--- config.mk ---
export PLATFORM = sky130hd
export DESIGN_NAME = fifo_dispatch_to_countdown_servers_top
export DESIGN_NICKNAME = d
export VERILOG_FILES = /design/src/hdl/fdcs_pkg.sv /design/src/hdl/fdcs_queue.sv /design/src/hdl/fifo_dispatch_to_countdown_servers_top.sv
export SDC_FILE = /design/constraint.sdc
export NUM_CORES = 1
export LEC_CHECK = 0
export BUFFER_PORTS_ARGS = -buffer_cell sky130_fd_sc_hd__buf_2
export CORE_MARGIN = 10
export CORE_UTILIZATION = 45
export CTS_CLUSTER_DIAMETER = 150
export DETAILED_ROUTE_END_ITERATION = 8
export SYNTH_ARGS = -nofsm -noshare
export SYNTH_HDL_FRONTEND = slang
export SYNTH_HIERARCHICAL = 1
export SYNTH_SLANG_ARGS = --single-unit
--- constraint.sdc ---
create_clock -name clk -period 4.8 [get_ports clk]
set_clock_uncertainty 0.15 [all_clocks]
set_input_delay 0.72 -clock clk [delete_from_list [all_inputs] [get_ports clk]]
set_output_delay 0.72 -clock clk [all_outputs]
set_load 0.02 [all_outputs]
--- src/hdl/fdcs_pkg.sv ---
package fdcs_pkg;

  localparam int NUM_SERVERS = 4;
  localparam int QUEUE_DEPTH = 16;
  localparam int TIME_BITS   = 6;
  localparam int ID_BITS     = 16;

  localparam int SRV_W = 2;
  localparam int QA_W  = $clog2(QUEUE_DEPTH);
  localparam int QC_W  = $clog2(QUEUE_DEPTH + 1);

  // event buffer: a finish and a start per server at most
  localparam int EVT_DEPTH = 2 * NUM_SERVERS;
  localparam int EA_W      = $clog2(EVT_DEPTH);
  localparam int EC_W      = $clog2(EVT_DEPTH + 1);

  localparam int CFG_W = 3;
  localparam logic [CFG_W-1:0] CFG_RESET = CFG_W'(4);

  typedef enum logic [1:0] {
    EV_SUMMARY = 2'd0,
    EV_FINISH  = 2'd1,
    EV_START   = 2'd2
  } evt_kind_t;

  typedef enum logic [1:0] {
    ST_IDLE,
    ST_DEC,
    ST_START,
    ST_EMIT
  } state_t;

  typedef struct packed {
    logic push;
    logic pop;
    logic rd;
  } queue_ctrl_t;

endpackage

--- src/hdl/fdcs_queue.sv ---
module fdcs_queue (
  input  logic                          clk,
  input  logic                          rst,
  input  fdcs_pkg::queue_ctrl_t         ctrl,
  input  logic [fdcs_pkg::ID_BITS-1:0]  push_id,
  input  logic [fdcs_pkg::TIME_BITS-1:0] push_time,
  output logic [fdcs_pkg::ID_BITS-1:0]  head_id,
  output logic [fdcs_pkg::TIME_BITS-1:0] head_time,
  output logic [fdcs_pkg::QC_W-1:0]     fill,
  output logic                          full
);
  import fdcs_pkg::*;

  logic [ID_BITS-1:0]   mem_id   [QUEUE_DEPTH];
  logic [TIME_BITS-1:0] mem_time [QUEUE_DEPTH];
  logic [QA_W-1:0]      head;
  logic [QA_W-1:0]      tail;

  function automatic logic [QA_W-1:0] wrap_inc(input logic [QA_W-1:0] i);
    if (i == QA_W'(QUEUE_DEPTH - 1)) begin
      return '0;
    end
    return i + QA_W'(1);
  endfunction

  assign full = (fill == QC_W'(QUEUE_DEPTH));

  always_ff @(posedge clk) begin
    if (ctrl.push) begin
      mem_id[tail]   <= push_id;
      mem_time[tail] <= push_time;
    end
    if (ctrl.rd) begin
      head_id   <= mem_id[head];
      head_time <= mem_time[head];
    end
  end

  always_ff @(posedge clk) begin
    if (rst) begin
      head <= '0;
      tail <= '0;
      fill <= '0;
    end else begin
      if (ctrl.push) begin
        tail <= wrap_inc(tail);
      end
      if (ctrl.pop) begin
        head <= wrap_inc(head);
      end
      fill <= fill + QC_W'(ctrl.push) - QC_W'(ctrl.pop);
    end
  end

endmodule

--- src/hdl/fifo_dispatch_to_countdown_servers_top.sv ---
// Steps: the request is taken in the idle state, then each server in use is visited
// (count down, then start), then one output record per event plus the summary.
// The per-server visit loop sets the tick rate; a new request is taken only after
// the summary record of the last tick is accepted. Ready only when idle.
// Reset (rst, synchronous, active high): queue empty, all servers idle, next id 1,
// servers_in_use 4. Queue storage is not cleared.
module fifo_dispatch_to_countdown_servers_top (
  input  logic        clk,
  input  logic        rst,
  // config write
  input  logic        cfg_valid,
  output logic        cfg_ready,
  input  logic [2:0]  cfg_data,
  // input: [0] arrival, [6:1] service_time
  input  logic        s_tvalid,
  output logic        s_tready,
  input  logic [7:0]  s_tdata,
  // output: [1:0] server_index, [17:2] customer_id, [23:18] job_time,
  //         [28:24] queue_count, [32:29] busy_mask, [33] arrival_rejected
  output logic        m_tvalid,
  input  logic        m_tready,
  output logic [39:0] m_tdata,
  // tuser: [1:0] event_kind
  output logic [1:0]  m_tuser,
  output logic        m_tlast
);
  import fdcs_pkg::*;

  state_t state, state_next;

  logic [CFG_W-1:0]     servers_in_use;
  logic [SRV_W-1:0]     srv_last;
  logic [SRV_W-1:0]     srv;
  logic [TIME_BITS-1:0] remaining [NUM_SERVERS];
  logic [ID_BITS-1:0]   job       [NUM_SERVERS];
  logic [ID_BITS-1:0]   next_id;
  logic                 rejected;

  evt_kind_t            ev_kind [EVT_DEPTH];
  logic [SRV_W-1:0]     ev_srv  [EVT_DEPTH];
  logic [ID_BITS-1:0]   ev_id   [EVT_DEPTH];
  logic [TIME_BITS-1:0] ev_time [EVT_DEPTH];
  logic [EC_W-1:0]      ev_cnt;
  logic [EC_W-1:0]      rd_ptr;

  queue_ctrl_t          qctrl;
  logic [ID_BITS-1:0]   head_id;
  logic [TIME_BITS-1:0] head_time;
  logic [QC_W-1:0]      fill;
  logic                 full;

  logic [TIME_BITS-1:0] in_time;
  logic [NUM_SERVERS-1:0] busy_mask;
  logic                 in_acc;
  logic                 out_acc;
  logic                 emit_summary;
  logic                 rem_nz;
  logic                 do_start;

  fdcs_queue u_queue (
    .clk       (clk),
    .rst       (rst),
    .ctrl      (qctrl),
    .push_id   (next_id),
    .push_time (in_time),
    .head_id   (head_id),
    .head_time (head_time),
    .fill      (fill),
    .full      (full)
  );

  // zero service time counts as one tick
  assign in_time = (s_tdata[6:1] == '0) ? TIME_BITS'(1) : s_tdata[6:1];

  always_comb begin
    if (servers_in_use == '0) begin
      srv_last = '0;
    end else if (servers_in_use > CFG_W'(NUM_SERVERS)) begin
      srv_last = SRV_W'(NUM_SERVERS - 1);
    end else begin
      srv_last = SRV_W'(servers_in_use - CFG_W'(1));
    end
  end

  always_comb begin
    for (int i = 0; i < NUM_SERVERS; i++) begin
      busy_mask[i] = (remaining[i] != '0);
    end
  end

  assign rem_nz       = (remaining[srv] != '0);
  assign do_start     = !rem_nz && (fill != '0);
  assign in_acc       = s_tvalid && s_tready;
  assign out_acc      = m_tvalid && m_tready;
  assign emit_summary = (rd_ptr == ev_cnt);

  // next state
  always_comb begin
    state_next = state;
    unique case (state)
      ST_IDLE:  if (s_tvalid) begin
        state_next = ST_DEC;
      end
      ST_DEC:   state_next = ST_START;
      ST_START: if (srv == srv_last) begin
        state_next = ST_EMIT;
      end else begin
        state_next = ST_DEC;
      end
      ST_EMIT:  if (m_tready && emit_summary) begin
        state_next = ST_IDLE;
      end
      default:  state_next = ST_IDLE;
    endcase
  end

  // outputs
  always_comb begin
    s_tready  = 1'b0;
    m_tvalid  = 1'b0;
    qctrl     = '0;
    unique case (state)
      ST_IDLE: begin
        s_tready   = 1'b1;
        qctrl.push = s_tvalid && s_tdata[0] && !full;
      end
      ST_DEC:   qctrl.rd  = 1'b1;
      ST_START: qctrl.pop = do_start;
      ST_EMIT:  m_tvalid  = 1'b1;
      default: ;
    endcase
  end

  // config lands only between ticks, never beside a request
  assign cfg_ready = (state == ST_IDLE) && !s_tvalid;

  always_comb begin
    m_tdata       = '0;
    m_tdata[28:24] = fill;
    m_tdata[32:29] = busy_mask;
    if (emit_summary) begin
      m_tuser     = EV_SUMMARY;
      m_tlast     = 1'b1;
      m_tdata[33] = rejected;
    end else begin
      m_tuser        = ev_kind[rd_ptr[EA_W-1:0]];
      m_tlast        = 1'b0;
      m_tdata[1:0]   = ev_srv[rd_ptr[EA_W-1:0]];
      m_tdata[17:2]  = ev_id[rd_ptr[EA_W-1:0]];
      m_tdata[23:18] = ev_time[rd_ptr[EA_W-1:0]];
    end
  end

  always_ff @(posedge clk) begin
    if (state == ST_DEC && remaining[srv] == TIME_BITS'(1)) begin
      ev_kind[ev_cnt[EA_W-1:0]] <= EV_FINISH;
      ev_srv[ev_cnt[EA_W-1:0]]  <= srv;
      ev_id[ev_cnt[EA_W-1:0]]   <= job[srv];
      ev_time[ev_cnt[EA_W-1:0]] <= '0;
    end else if (state == ST_START && do_start) begin
      ev_kind[ev_cnt[EA_W-1:0]] <= EV_START;
      ev_srv[ev_cnt[EA_W-1:0]]  <= srv;
      ev_id[ev_cnt[EA_W-1:0]]   <= head_id;
      ev_time[ev_cnt[EA_W-1:0]] <= head_time;
    end
    if (in_acc) begin
      rejected <= s_tdata[0] && full;
    end
  end

  always_ff @(posedge clk) begin
    if (rst) begin
      state          <= ST_IDLE;
      servers_in_use <= CFG_RESET;
      srv            <= '0;
      next_id        <= ID_BITS'(1);
      ev_cnt         <= '0;
      rd_ptr         <= '0;
      for (int i = 0; i < NUM_SERVERS; i++) begin
        remaining[i] <= '0;
        job[i]       <= '0;
      end
    end else begin
      state <= state_next;
      if (cfg_valid && cfg_ready) begin
        servers_in_use <= cfg_data;
      end
      unique case (state)
        ST_IDLE: if (in_acc) begin
          srv    <= '0;
          ev_cnt <= '0;
          rd_ptr <= '0;
          if (qctrl.push) begin
            next_id <= next_id + ID_BITS'(1);
          end
        end
        ST_DEC: if (rem_nz) begin
          remaining[srv] <= remaining[srv] - TIME_BITS'(1);
          if (remaining[srv] == TIME_BITS'(1)) begin
            job[srv] <= '0;
            ev_cnt   <= ev_cnt + EC_W'(1);
          end
        end
        ST_START: begin
          if (do_start) begin
            remaining[srv] <= head_time;
            job[srv]       <= head_id;
            ev_cnt         <= ev_cnt + EC_W'(1);
          end
          srv <= srv + SRV_W'(1);
        end
        ST_EMIT: if (out_acc && !emit_summary) begin
          rd_ptr <= rd_ptr + EC_W'(1);
        end
        default: ;
      endcase
    end
  end

endmodule
# [Word level (Yosys, flattened, before mapping)]
# Memory sizes are Yosys's and may differ from the RTL's. A register that Yosys moved wholly into a read port is not among the register bits.
# Cells that the tools add are included.
[op_classes] addsub=10 n_lt_le_gt_ge=1 eq_ne=16 n_mux=81 bitwise=6 reduce_logical=35
[ops] op="$mux 16" n=3
[ops] op="$mux 1" n=37
[ops] op="$mux 4" n=9
[ops] op="$mux 2" n=15
[ops] op="$reduce_bool 6->1" n=5
[ops] op="$mux 24" n=1
[ops] op="$mux 3" n=8
[ops] op="$mux 6" n=4
[ops] op="$add 16x1->16 const B" n=1
[ops] op="$add 4x1->4 const B" n=4
[ops] op="$reduce_or 16->1" n=1
[ops] op="$logic_and 1x1->1" n=12
[ops] op="$ne 2x2->1 const B" n=6
[ops] op="$pmux 4 s3" n=1
[ops] op="$eq 4x4->1 const B" n=2
[ops] op="$pmux 2 s4" n=1
[ops] op="$pmux 4 s2" n=1
[ops] op="$eq 6x1->1 const B" n=1
[ops] op="$logic_not 6->1" n=1
[ops] op="$or 1x1->1" n=6
[ops] op="$reduce_and 3->1" n=2
[ops] op="$reduce_or 6->1" n=1
[ops] op="$sub 6x1->6 const B" n=1
[ops] op="$add 5x1->5" n=1
[ops] op="19 further kinds" n=25
[word_totals] register_bits=45 mem_bits_rw=648 wordCells=167 n_memories=8
[mem_list] name="u_queue.mem_id" depth=16 width=16 rd=1 rd_ports_with_merged_regs=1 write_ports=1 line_no="fdcs_queue.sv:14" rtl="logic [ID_BITS-1:0] mem_id [QUEUE_DEPTH];"
[mem_list] name="ev_id" depth=8 width=16 rd=1 rd_ports_with_merged_regs=1 write_ports=1 line_no="fifo_dispatch_to_countdown_servers_top.sv:41" rtl="logic [ID_BITS-1:0] ev_id [EVT_DEPTH];"
[mem_list] name="u_queue.mem_time" depth=16 width=6 rd=1 rd_ports_with_merged_regs=1 write_ports=1 line_no="fdcs_queue.sv:15" rtl="logic [TIME_BITS-1:0] mem_time [QUEUE_DEPTH];"
[mem_list] name="job" depth=4 width=16 rd=1 rd_ports_with_merged_regs=1 write_ports=4 line_no="fifo_dispatch_to_countdown_servers_top.sv:35" rtl="logic [ID_BITS-1:0] job [NUM_SERVERS];"
[mem_list] name="ev_time" depth=8 width=6 rd=1 rd_ports_with_merged_regs=1 write_ports=1 line_no="fifo_dispatch_to_countdown_servers_top.sv:42" rtl="logic [TIME_BITS-1:0] ev_time [EVT_DEPTH];"
[mem_list] name="remaining" depth=4 width=6 rd=5 rd_ports_with_merged_regs=1 write_ports=4 line_no="fifo_dispatch_to_countdown_servers_top.sv:34" rtl="logic [TIME_BITS-1:0] remaining [NUM_SERVERS];"
[mem_list] name="2 more memories"

# [Longest topological paths before layout]
[logic_depth] word_depth=10 depth_mapped=17 ltp_nobuf=15

# [By module]
# The synthesis kept the hierarchy.
[modules_own_cells] mod="fdcs_queue" n_inst=1 cells_per_inst=662 area_per_inst_um2=14652.8 seq_area_each_um2=11491.0
[modules_own_cells] mod="fifo_dispatch_to_countdown_servers_top" n_inst=1 cells_per_inst=879 area_per_inst_um2=14089.8 seq_area_each_um2=9639.2

# [Least setup slack after synthesis]
# Ideal clock, no wire load.
[synth_timing] path_kind="register -> register" startpoint="register with a tool-made name" endpoint="memory ev_id[1][0], enable pin" arrival_time_ns=4.191 required_ns=4.208 slack_ns=0.017 stages_incl_launch_ff=11 path_buffers=2 path_cell_list="dfxtp_1 -> buf_6 -> mux4_1 -> inv_1 -> ha_1 -> o211ai_1 -> or2_4 -> buf_6 -> clkinv_2 -> o21ai_1 -> nor3_1"
[synth_lines] element="to (decl)" line_no="fifo_dispatch_to_countdown_servers_top.sv:41"

==> run metrics <==
status complete, no violations; DRT iter0 DRCs 1,028; Yosys reg bits 720; crit path time final 4.33 ns; WL/cell 23.4 um; vias in the first global route 14,800; Synth top cells by count edfxtp_1, mux4_2, nor2_1; Final HPWL DP 34.8 mm; Post-Syn Area per Cell 18.7 um^2; RD Place Congestion 0.802; share of power burned in registers 0.517; Clock transition at path regs 0.06 ns; endpoints failing hold 0; clock share of power 0.399; PD cells 430 nW/um^2; Post-CTS Hold Fix Bufs 0; DRC Markers 0; worst skew pair latency 0.61 ns; M1 WL 25.6 mm; grt ovf 0; CTS Buffer Depth 3; cell area after synthesis 28,700 um^2; setup TNS 0 ns; sw frac 0.226; Adder-Cell Fraction of Synth Area 0.00984; Max Fanout on Critical Path 20; reg-to-reg slack, setup 0.47 ns; synth top area cells edfxtp_1, mux4_2, dfxtp_1; antenna-violating nets left 0; first-pass GRT wire length 90.8 mm; Post-CTS Setup Inserts 0; Total Power 14,000 uW; largest net degree at the start of global routing 64; layout net count 1,673; Synth cell types 65; Post-synth EDFFs 671; Detail Route met2 WL 30.1 mm; WP data required 5.11 ns; CTS root buf clkbuf_16; largest family of logic cells by synthesized area multiplexers; CTS Buf Count 74; period utilization 0.902; IO Pins 62; P_leak 0.0108 uW; # port buffers 54; number of placement rows 92; gr usage total 0.161; top-area cell type share of the netlist area 0.701; Initial Util 0.455; Die W 273 um; clock sink count 720; via-per-instance ratio 5.55; Worst-Margin Slew 1.06 ns; die height 273 um; Post-synth ARST share 0; Detailed Route WL 59.5 mm; uppermost layer routed met5; sequential area share after synthesis 0.735; post-synth top area cell edfxtp_1; Worst VDD drop 0.000277 V; layout cells sized above 1 0.238; crit path kind flip-flop to flip-flop; Max Fclk 231 MHz; CTS tree yes; Synth Area in XOR/XNOR 0.00792; core area 63,200 um^2; initial antenna violation count 1; final setup fails 0; critical path startpoint category flip-flop; WL met3 2.43 mm; Final Util 0.513; Int Power 10,800 uW; Max Cap Viol 0; diode count 0; post-synthesis cell count 1,541; DRT Pass-1 Iters 5; top-count cell post-synth edfxtp_1; Slew HR 0.290; Simple-Gate Fraction of Synth Area 0.0533; RSZ-0062 raised after global routing no; CP endpoint kind flip-flop; full die area 74,400 um^2; Synth Flop Type edfxtp_1; P_sw 3150 uW; Synth Area in Compound Gates 0.0277; area growth from synthesis to layout 12.8%; Gate power share 0.083; cts repair resizes 0; Synth Warn # 6; Hold/Removal Path Class input port to flip-flop; Final Slew Violations 0; multiplexer share of the synthesized area 0.146; vias 14,100; Critical Path AT 4.64 ns; htree depth 3
[critical path, cell delays in order, from the launching register on]
cell and delay [ns]:
dfxtp_1 0.56, mux4_1 0.68, inv_1 0.12, ha_1 0.30, o211ai_1 0.27, or2_4 0.44
clkinv_2 0.23, ha_1 0.26, inv_1 0.06, ha_1 0.17, inv_1 0.07, fa_1 0.38
nor2b_1 0.17, o21bai_1 0.10, a21oi_1 0.15, nor3b_1 0.06
[power by group through the flow]
stage	logic, uW	clock network [uW]	registers (uW)
after floorplan	846	0	7290
after global placement	1150	0	7340
after detailed placement	1170	0	7350
after CTS	1180	5710	7220
after global routing	1270	5950	7240
final	1160	5570	7220
[sequential cells by signal, summed over array words and instances, names as in the netlist, named ones only]
register	flops
u_queue/head_time	6
u_queue/fill	5
state	2
ev_srv	16
ev_id	128
u_queue/mem_time	96
servers_in_use	3
u_queue/mem_id	256
u_queue/head_id	16
u_queue/head	4
ev_time	48
remaining	24
rd_ptr	4
srv	2
rejected	1
u_queue/tail	4
ev_kind	16
ev_cnt	4
next_id	16
job	64
[path summary, 6_finish.rpt]
check / cells past startpoint / to / start
worst min-delay path: 3 / servers_in_use[1] / cfg_data[1]
worst max register to register: 15 / u_queue/fill[4] / flip-flop
worst min register to register: 2 / servers_in_use[1] / servers_in_use[1]
worst max-delay path: 15 / u_queue/fill[4] / flip-flop
[per-layer routing]
metal	up-vias	GRT usage
li1	6305	-
met1	7386	0.207
met2	294	0.275
met3	96	0.0275
met4	2	0.0500
met5	-	0
[logic make-up after synthesis]
group                    count (synthesis)
flip-flops                             720
AND/OR/NAND/NOR                        324
multiplexers                           208
AO/OA/AOI/OAI                          120
buffers and inverters                  120
XOR/XNOR                                26
adder cells (fa/ha/maj)                 22
other                                    1
[placed cells by master, fill, tap and decap left out, drive strengths merged, types with 17 or more instances in the layout]
cell type  instances
o21ai             21
mux2              17
ha                21
edfxtp           671
mux2i             29
clkinv            25
mux4             162
buf              102
nor2             150
nand2             67
xor2              17
dfxtp             49
clkbuf           104
and2              19
a22oi             47
inv               30
a21oi             26
[through the flow]
stage	area, um^2	hold slack (ns)	instances	setup slack (ns)
after floorplan	28800	0.286	1546	0.0171
after global placement	30100	0.296	2405	0.620
after detailed placement	30100	0.308	2405	0.529
after CTS	32400	0.190	2537	0.485
after global routing	32400	0.223	2537	0.231
final	32400	0.219	2537	0.473
[final cells by class]
| type | count | area, um^2 |
|---|---|---|
| Multi-Input combinational cell | 706 | 7090 |
| Tap cell | 846 | 1060 |
| Timing Repair Buffer | 102 | 656 |
| Inverter | 31 | 118 |
| Clock inverter | 28 | 228 |
| Sequential cell | 720 | 21100 |
| Clock buffer | 104 | 2130 |
| Fill cell | 5056 | 30800 |
Note: power is estimated with default switching activity, not from simulation.
